<file path="config.mk">
export PLATFORM = sky130hd
export DESIGN_NAME = sscp_regs
export DESIGN_NICKNAME = d
export VERILOG_FILES = /design/src/rtl/core/sscp_pkg.sv /design/src/rtl/core/sscp_regs.sv
export SDC_FILE = /design/constraint.sdc
export NUM_CORES = 1
export LEC_CHECK = 0
export ABC_AREA = 1
export BUFFER_PORTS_ARGS = -buffer_cell sky130_fd_sc_hd__clkbuf_2
export CORE_MARGIN = 2
export CORE_UTILIZATION = 30
export DETAILED_ROUTE_END_ITERATION = 12
export PLACE_DENSITY_LB_ADDON = 0.05
export SYNTH_ARGS = -nofsm -noshare
export SYNTH_HDL_FRONTEND = slang
export SYNTH_SLANG_ARGS = --single-unit
export TNS_END_PERCENT = 50
</file>
<file path="constraint.sdc">
create_clock -name aclk -period 1.8 [get_ports aclk]
set_clock_uncertainty 0.15 [all_clocks]
set_input_delay 0.45 -clock aclk [delete_from_list [all_inputs] [get_ports aclk]]
set_output_delay 0.45 -clock aclk [all_outputs]
set_load 0.1 [all_outputs]
</file>
<file path="src/rtl/core/sscp_pkg.sv">
// Shared constants, payload types and register codes for the scaled sprite pixel unit.
package sscp_pkg;

    // Screen and store geometry.
    localparam int STRIP_COLUMNS = 40;
    localparam int STRIP_ROWS    = 128;
    localparam int SCREEN_ROWS   = 128;
    localparam int STRIP_COUNT   = 4;
    localparam int TEXEL_DEPTH   = 4096;

    // Derived widths.
    localparam int TEX_AW  = $clog2(TEXEL_DEPTH);
    localparam int SH_MAX  = SCREEN_ROWS * 31 / 8;
    localparam int SH_W    = $clog2(SH_MAX + 1);
    localparam int SW_W    = SH_W + 7;
    localparam int REM_W   = SW_W + 7;
    localparam int TQ_W    = 7;
    localparam int CW      = SW_W + 3;
    localparam int TA_W    = 2 * TQ_W;
    localparam int PADDR_W = 5;

    // Item commands.
    localparam logic CMD_LOAD  = 1'b0;
    localparam logic CMD_SHADE = 1'b1;

    // Register map, one word apart.
    typedef enum logic [2:0] {
        REG_PRESENT  = 3'd0,
        REG_WIDTH    = 3'd1,
        REG_HEIGHT   = 3'd2,
        REG_SCALE    = 3'd3,
        REG_ANCHOR_X = 3'd4,
        REG_ANCHOR_Y = 3'd5,
        REG_KEY      = 3'd6,
        REG_STRIP    = 3'd7
    } reg_index_t;

    typedef struct packed {
        logic        command;
        logic [11:0] texel_index;
        logic [15:0] texel_value;
        logic [7:0]  screen_col;
        logic [6:0]  screen_row;
    } pixel_in_t;

    typedef struct packed {
        logic        write_enable;
        logic [12:0] buffer_index;
        logic [15:0] pixel_word;
    } pixel_out_t;

    typedef struct packed {
        logic               sprite_present;
        logic [6:0]         sprite_width;
        logic [6:0]         sprite_height;
        logic [4:0]         scale_eighths;
        logic signed [9:0]  anchor_x;
        logic signed [9:0]  anchor_y;
        logic [15:0]        key_color;
        logic [1:0]         strip_select;
    } cfg_t;

endpackage

</file>
<file path="src/rtl/core/sscp_regs.sv">
// Configuration register bank behind the APB-style port.
module sscp_regs (
    input  logic                        aclk,
    input  logic                        aresetn,
    input  logic                        psel,
    input  logic                        penable,
    input  logic                        pwrite,
    input  logic [sscp_pkg::PADDR_W-1:0] paddr,
    input  logic [31:0]                 pwdata,
    output logic [31:0]                 prdata,
    output logic                        pready,
    output sscp_pkg::cfg_t              cfg
);

    sscp_pkg::cfg_t        cfg_reg;
    sscp_pkg::reg_index_t  idx;
    logic                  wr;

    assign pready = 1'b1;
    assign idx    = sscp_pkg::reg_index_t'(paddr[4:2]);
    assign wr     = psel && penable && pwrite;
    assign cfg    = cfg_reg;

    // Register writes.
    always_ff @(posedge aclk) begin
        if (!aresetn) begin
            cfg_reg.sprite_present <= 1'b0;
            cfg_reg.sprite_width   <= 7'd1;
            cfg_reg.sprite_height  <= 7'd1;
            cfg_reg.scale_eighths  <= 5'd8;
            cfg_reg.anchor_x       <= '0;
            cfg_reg.anchor_y       <= '0;
            cfg_reg.key_color      <= '0;
            cfg_reg.strip_select   <= '0;
        end else if (wr) begin
            unique case (idx)
                sscp_pkg::REG_PRESENT:  cfg_reg.sprite_present <= pwdata[0];
                sscp_pkg::REG_WIDTH:    cfg_reg.sprite_width   <= pwdata[6:0];
                sscp_pkg::REG_HEIGHT:   cfg_reg.sprite_height  <= pwdata[6:0];
                sscp_pkg::REG_SCALE:    cfg_reg.scale_eighths  <= pwdata[4:0];
                sscp_pkg::REG_ANCHOR_X: cfg_reg.anchor_x       <= $signed(pwdata[9:0]);
                sscp_pkg::REG_ANCHOR_Y: cfg_reg.anchor_y       <= $signed(pwdata[9:0]);
                sscp_pkg::REG_KEY:      cfg_reg.key_color      <= pwdata[15:0];
                sscp_pkg::REG_STRIP:    cfg_reg.strip_select   <= pwdata[1:0];
                default: ;
            endcase
        end
    end

    // Read mux.
    always_comb begin
        prdata = '0;
        unique case (idx)
            sscp_pkg::REG_PRESENT:  prdata = 32'(cfg_reg.sprite_present);
            sscp_pkg::REG_WIDTH:    prdata = 32'(cfg_reg.sprite_width);
            sscp_pkg::REG_HEIGHT:   prdata = 32'(cfg_reg.sprite_height);
            sscp_pkg::REG_SCALE:    prdata = 32'(cfg_reg.scale_eighths);
            sscp_pkg::REG_ANCHOR_X: prdata = {22'd0, cfg_reg.anchor_x};
            sscp_pkg::REG_ANCHOR_Y: prdata = {22'd0, cfg_reg.anchor_y};
            sscp_pkg::REG_KEY:      prdata = 32'(cfg_reg.key_color);
            sscp_pkg::REG_STRIP:    prdata = 32'(cfg_reg.strip_select);
            default:                prdata = '0;
        endcase
    end

endmodule

</file>
Word level (Yosys, flattened, before mapping):

Index checks and enable logic that the tools add are counted.

* eq/ne operators: 7
* multiplexer cells: 1
* reductions and logical operators: 11

Operators by type and width (count)
* 32-bit case mux with 8 select lines: 1
* 2-bit AND reduction: 8
* 3-bit equality test, second input constant: 4
* 3-bit by 2-bit equality test with 1-bit output, second input constant: 2
* 3-bit by 1-bit equality test with 1-bit output, second input constant: 1
* 3-bit zero test: 1
* 1-bit logical AND: 2

* bits in registers: 58
* input port bits: 42
* output and inout bits: 91
* logic and storage cells: 27

Depth between registers and ports, before layout:

Gate-level depths: netlist of the first run.

* depth in word-level cells: 3
* depth in mapped cells: 8
* depth with buffers taken out: 7

Worst setup path before layout of the first run:

Ideal clock, no wire load.

* kind: reg-to-output
* start point: register cfg_reg (netlist bit cfg[12])
* end point: output port prdata[10]
* arrival time: 2.330 ns
* data required time: 1.200 ns
* slack: -1.130 ns
* stages on the path, launching flop included: 3
* buffers on the path: 0
* path through: dfxtp_1 -> inv_1 -> nor2_1

* word-level cells in the longest chain between the ends: 1

RTL lines
* start: declaration: line sscp_regs.sv:15 `sscp_pkg::cfg_t cfg_reg;`
* 32-bit case mux with 8 select lines: line sscp_regs.sv:53 `unique case (idx)`
* end: declaration: line sscp_regs.sv:10 `output logic [31:0] prdata,`

No other way between the ends. The select of a mux whose other input is x is not followed.

Worst setup path in the final report of the first run:

* start point: input port paddr[3] (netlist name)
* end point: output port prdata[6]

* word-level cells in the longest chain between the ends: 2
* elaborated cells between the ends (all ways): 9
* those cells by class: 7 x eq/ne; 1 x mux; 1 x reduce/logical

RTL lines
* start: declaration: line sscp_regs.sv:8 `input logic [sscp_pkg::PADDR_W-1:0] paddr,`
* 3-bit equality test (tied with other cells): line sscp_regs.sv:53
* 32-bit case mux with 8 select lines (*): line sscp_regs.sv:53

Every way passes the cells marked *; elsewhere a longest branch is shown, timed or not. The select of a mux whose other input is x is not followed.

==> results of run 1 <==
==> cell families (layout without fill, tap and decap cells) <==
group	after synthesis	count (layout)	synth area share (%)
buffers and inverters	67	176	12.5
and+or+nand+nor	224	224	35.8
AOI/OAI and AO/OA	60	60	10.6
DFF	58	58	40.7
other	2	17	0.263
==> report_power, final <==
part / switching (mW) / internal (mW)
clock network: 0.493 / 0.560
registers: 0.0141 / 1.30
logic: 0.491 / 0.150
==> what timing repair did <==
item,4_1_cts,5_1_grt
buffers inserted,3,3
endpoints found under the hold margin,0,0
endpoints found under the setup margin,16,16
resized for setup,40,23
pin swaps,6,15
==> worst reg2reg max path, delay by kind of cell (launching register included) <==
family | cells | cell delay, ns
flip-flops | 1 | 0.33
AO/OA/AOI/OAI | 1 | 0.18
AND/OR/NAND/NOR | 1 | 0.06
==> metal layers <==
metal / vias up / wire [um] / GRT usage [%]
met1: 1318 / 4520 / 26.4
met3: 9 / 445 / 3.59
met2: 87 / 4160 / 28.7
met4: 0 / 100 / 5.30
met5: - / 0 / 0
li1: 1537 / - / -
==> metrics by stage <==
step | hold slack (ns) | setup WS (ns) | std cells
2_1_floorplan | 0.430 | -0.442 | 426
3_3_place_gp | 0.332 | -0.429 | 645
3_5_place_dp | 0.337 | -0.434 | 645
4_1_cts | 0.195 | -0.198 | 663
5_1_grt | 0.221 | -0.224 | 664
6_report | 0.208 | -0.168 | 664
==> area by class of cell <==
class	count	area [um^2]	area share (%)
well taps	129	161	3.55
flip-flops and latches	58	1210	26.7
inverters	31	156	3.44
multi-input cells	301	1610	35.5
clock buffers	12	155	3.42
clock inverters	3	15.0	0.330
repair buffers	130	1230	27.0
==> layout by cell type (no fill, tap or decap), types with 6 or more instances in the layout <==
cell type / instances
o21ai_1: 10
nor2_2: 6
nand3_4: 6
dfxtp_2: 39
nand2_1: 37
dfxtp_1: 18
nand2_2: 18
o21ai_0: 45
conb_1: 17
clkbuf_8: 11
nor3_1: 37
nand3_2: 6
nor2_4: 14
nor2_1: 86
buf_4: 77
inv_1: 21
clkbuf_2: 26
buf_12: 20
==> worst paths after layout <==
kind	from	end	cells past startpoint
worst max-delay path	paddr[3]	prdata[6]	10
worst min-delay path	pwdata[15]	cfg[17]$_SDFFE_PN0P_	3
worst max register to register	cfg[2]$_SDFFE_PN0P_	cfg[2]$_SDFFE_PN0P_	2
worst min register to register	cfg[14]$_SDFFE_PN0P_	cfg[14]$_SDFFE_PN0P_	2
==> impl_metrics.env, run 1 <==
export IMPL_status="finished, violations left"
export IMPL_failed_checks="setup timing"
export IMPL_p_per_area_nw_per_um2=662
export IMPL_crit_chain="clkbuf_16, inv_8, buf_12, nand3_4, inv_4, nand2_2, nand2_4, nor2_4, nand2_2, buf_12"
export IMPL_grt_pass1_wl_um=14600
export IMPL_synth_top_area_share_pct=40.7
export IMPL_critPathTopFamily="buffers and inverters"
export IMPL_clockBufferDepth=2
export IMPL_grt_usage_pct=18.6
export IMPL_die_x_um=101
export IMPL_grt_setup_unrepaired="yes"
export IMPL_syn2layout_area_growth_pct=59.3
export IMPL_critPathBufInv=5
export IMPL_antenna_found_initial=0
export IMPL_drive_gt1_share_pct=46.7
export IMPL_num_rows=35
export IMPL_synth_distinct_cells=25
export IMPL_period_minus_slack_ns=1.97
export IMPL_cp_end_kind="output port"
export IMPL_cts_tree="built"
export IMPL_fp_dieH_um=101
export IMPL_viasPerCell=4.44
export IMPL_path_clk_slew_ns=0.06
export IMPL_finalCritPeriodShare_pct=109
export IMPL_cts_hold_fix_buffers=0
export IMPL_grt_pass1_vias=2775
export IMPL_yosys_warnings=0
export IMPL_final_nets=573
export IMPL_synth_area_per_cell_um2=6.94
export IMPL_wirelength_um=9230
export IMPL_clock_latency_ns=0.32
export IMPL_post_drt_wl_per_cell_um=13.9
export IMPL_maxSlewHeadroom_pct=64.1
export IMPL_critical_path_required_ns=1.20
export IMPL_grt_max_degree=43
export IMPL_worst_path_max_delay_cell="buf_12"
export IMPL_largest_reg_flops=58
export IMPL_arrival_ns=1.37
export IMPL_cts_max_level=3
export IMPL_drt_iter0_drc=118
export IMPL_cts_root_buffer="clkbuf_8"
export IMPL_synth_area_leader_cell="dfxtp_1"
export IMPL_fin_ws_ns=-0.168
export IMPL_ys_flop_type="dfxtp_1"
export IMPL_synth_area_leaders="dfxtp_1, nor2_1, o21ai_0"
export IMPL_n_antenna_cell=0
export IMPL_syn_area_um2=2850
export IMPL_drcViolationCount=0
export IMPL_cap_viol_max_count=0
export IMPL_yosysMostFrequentCell="nor2_1"
export IMPL_cellLeakagePower_nw=2.07
export IMPL_overflow=0
export IMPL_vias=2951
export IMPL_critPathMaxStageDelay_ns=0.17
export IMPL_slew_violations=0
export IMPL_synth_seq_cells=58
export IMPL_setup_viol=16
export IMPL_start_util_pct=30.9
export IMPL_setup_tns_final_ns=-2.23
export IMPL_synth_edf_count=0
export IMPL_ant_nets=0
export IMPL_dieArea_um2=10300
export IMPL_r2r_setup_slack_ns=0.98
export IMPL_worstHoldPathType="in -> reg"
export IMPL_stdcell_area_um2=4540
export IMPL_async_reset_ff_share_pct=0
export IMPL_synthTopCellsByCount="nor2_1, dfxtp_1, nand2_1"
export IMPL_fin_util_pct=49.2
export IMPL_hold_violations=0
export IMPL_start_kind="input port"
export IMPL_gp_congestion=0.869
export IMPL_cts_sinks=58
export IMPL_firstDrtPassIters=4
export IMPL_total_power_mw=3.01
export IMPL_fmax_ghz=0.508
export IMPL_worstSetupPathType="in -> out"
export IMPL_ys_seq_area_share_pct=40.7
export IMPL_cts_buffers=9
export IMPL_ios=133
export IMPL_max_vdd_ir_drop_uv=369
export IMPL_cp_max_fo=6
export IMPL_dpl_cell_area_um2=4120
export IMPL_io_buffer_count=97
export IMPL_fp_coreArea_um2=9240
export IMPL_nFillCells=946
export IMPL_hpwl_um=6800
export IMPL_synthCells=411
export IMPL_worst_slew_pin_slew_ns=0.540
Note: power is estimated with default switching activity, not from simulation.
==> inputs of run 2 (changes only) <==
- CORE_UTILIZATION: 30 -> 47
- GPL_ROUTABILITY_DRIVEN: not set -> 0
==> run 2 against run 1 <==
Against the previous run:
- the flow still finishes with violations (setup timing)
- critical path depth unchanged
- largest cell class unchanged
- critical path type unchanged
- clock power increased by 25%
- via count increased by 6.2%
==> impl_metrics.env, run 2 (synthesis gave the netlist of run 1 again) <==
export IMPL_wirelength_um=8970
export IMPL_ant_nets=0
export IMPL_cts_buffers=9
export IMPL_cap_viol_max_count=0
export IMPL_r2r_setup_slack_ns=0.88
export IMPL_hold_end="cfg[16]$_SDFFE_PN0P_"
export IMPL_maxSlewHeadroom_pct=63.7
export IMPL_holdPathStages=3
export IMPL_worst_slew_pin_slew_ns=0.546
export IMPL_stdcell_area_um2=4440
export IMPL_hpwl_um=6150
export IMPL_setup_viol=16
export IMPL_worstHoldPathType="in -> reg"
export IMPL_mostFrequentLayoutCell="nor2_1"
export IMPL_vias=3135
export IMPL_cp_end_kind="output port"
export IMPL_cts_hold_fix_buffers=0
export IMPL_final_cell_mix="nor2_1, buf_4, nand2_1, o21ai_0, dfxtp_2"
export IMPL_grt_usage_pct=27.7
export IMPL_firstDrtPassIters=4
export IMPL_drcViolationCount=0
export IMPL_fmax_ghz=0.494
export IMPL_start_kind="input port"
export IMPL_cts_root_buffer="clkbuf_8"
export IMPL_grt_max_degree=59
export IMPL_hold_violations=0
export IMPL_worstSetupPathType="in -> out"
export IMPL_viasPerCell=5.12
export IMPL_cts_max_level=3
export IMPL_cp_max_fo=8
export IMPL_overflow=0
export IMPL_cellLeakagePower_nw=2.07
export IMPL_drt_iter0_drc=201
export IMPL_slew_violations=0
export IMPL_ios=133
export IMPL_r2r_start="cfg[28]$_SDFFE_PN0P_"
export IMPL_critical_path_required_ns=1.20
export IMPL_dpl_cell_area_um2=4000
export IMPL_grt_pass1_vias=2941
export IMPL_cts_sinks=58
export IMPL_clockBufferDepth=2
export IMPL_start_util_pct=48.4
export IMPL_fp_dieH_um=81.9
export IMPL_final_nets=574
export IMPL_drive_gt1_share_pct=44.9
export IMPL_fin_ws_ns=-0.225
export IMPL_post_drt_wl_per_cell_um=14.7
export IMPL_antenna_found_initial=0
export IMPL_io_buffer_count=97
export IMPL_n_antenna_cell=0
export IMPL_cts_tree="built"
export IMPL_dieArea_um2=6710
export IMPL_syn2layout_area_growth_pct=55.6
export IMPL_path_clk_slew_ns=0.06
export IMPL_grt_setup_unrepaired="yes"
export IMPL_arrival_ns=1.43
export IMPL_clock_latency_ns=0.33
export IMPL_fp_coreArea_um2=5890
export IMPL_failed_checks="setup timing"
export IMPL_hold_worst_slack_ns=0.200
export IMPL_p_per_area_nw_per_um2=735
export IMPL_max_vdd_ir_drop_uv=574
export IMPL_hold_start="pwdata[14]"
export IMPL_period_minus_slack_ns=2.03
export IMPL_num_rows=28
export IMPL_grt_pass1_wl_um=14200
export IMPL_finalCritPeriodShare_pct=113
export IMPL_status="finished, violations left"
export IMPL_die_x_um=81.9
export IMPL_largest_reg_flops=58
export IMPL_ff2ff_path_depth=2
export IMPL_r2r_end="cfg[28]$_SDFFE_PN0P_"
-- run 2: cell count changes in the layout (fill, tap and decap cells not counted), moves of 2 or more --
| cell | delta |
|---|---|
| buf_4 | -2 |
| bufinv_16 | +2 |
| clkbuf_2 | +5 |
| inv_2 | +2 |
| inv_4 | -3 |
| inv_6 | +3 |
| nand2_1 | +10 |
| nand2_2 | -9 |
| nand3_1 | +2 |
| nand3_2 | -2 |
| nor2_2 | +3 |
| nor2_4 | -2 |
-- run 2: layout make-up --
cell class	instances	area (um^2)
flip-flops and latches	58	1210
clock buffers	11	131
repair buffers	131	1200
multi-input cells	301	1570
well taps	75	93.8
fillers	447	1450
inverters	31	156
clock inverters	5	78.8
-- run 2: worst max path at each step --
stage / startpoint / end / slack [ns]
5_1_grt: paddr[4] / prdata[6] / -0.25
3_3_place_gp: paddr[2] / prdata[3] / -0.41
4_1_cts: paddr[4] / prdata[6] / -0.21
2_1_floorplan: cfg[38]$_SDFFE_PN0P_ / prdata[0] / -0.44
6_report: paddr[4] / prdata[6] / -0.23
3_5_place_dp: paddr[2] / prdata[3] / -0.41
-- run 2: where the power goes --
part           switching [mW]  leakage [nW]  internal (mW)  total (mW)
Sequential             0.0143         0.488           1.30        1.31
Clock                   0.534         0.107          0.778        1.31
Combinational           0.487          1.47          0.148       0.635
Total                    1.03          2.07           2.23        3.26
-- run 2: critical path: stages --
cell       delay (ns)
clkbuf_16        0.14
buf_12           0.13
inv_12           0.07
nand3_4          0.10
inv_6            0.11
nand2_2          0.06
nand2_2          0.08
nor2_2           0.04
nand2_2          0.07
buf_12           0.17
-- run 2: what timing repair did --
action                                 CTS  global route
setup endpoints to repair               16            16
gates resized for setup                 38            10
pin swaps                                9            10
endpoints found under the hold margin    0             0
buffers inserted                         6             2
-- run 2: metal layers --
metal  wire, um  up-vias  track usage (%)  share of wire [%]
li1           -     1543                -                  -
met2       4180      140             43.5                 47
met4        223        0             12.5                2.5
met1       3930     1430             36.6                 44
met5          0        -                0                  0
met3        632       22             5.38                7.0
-- run 2: metrics by stage --
stage          setup TNS, ns  power (mW)  utilization [%]  setup WS [ns]  std cells
2_1_floorplan          -4.98        1.82                -         -0.442        426
3_3_place_gp           -9.27        1.93             68.0         -0.409        588
3_5_place_dp          -10.05        1.94             68.0         -0.410        588
4_1_cts                -2.28        3.26             74.5         -0.209        610
5_1_grt                -3.27        3.36             75.4         -0.254        612
6_report               -2.59        3.26             75.4         -0.225        612
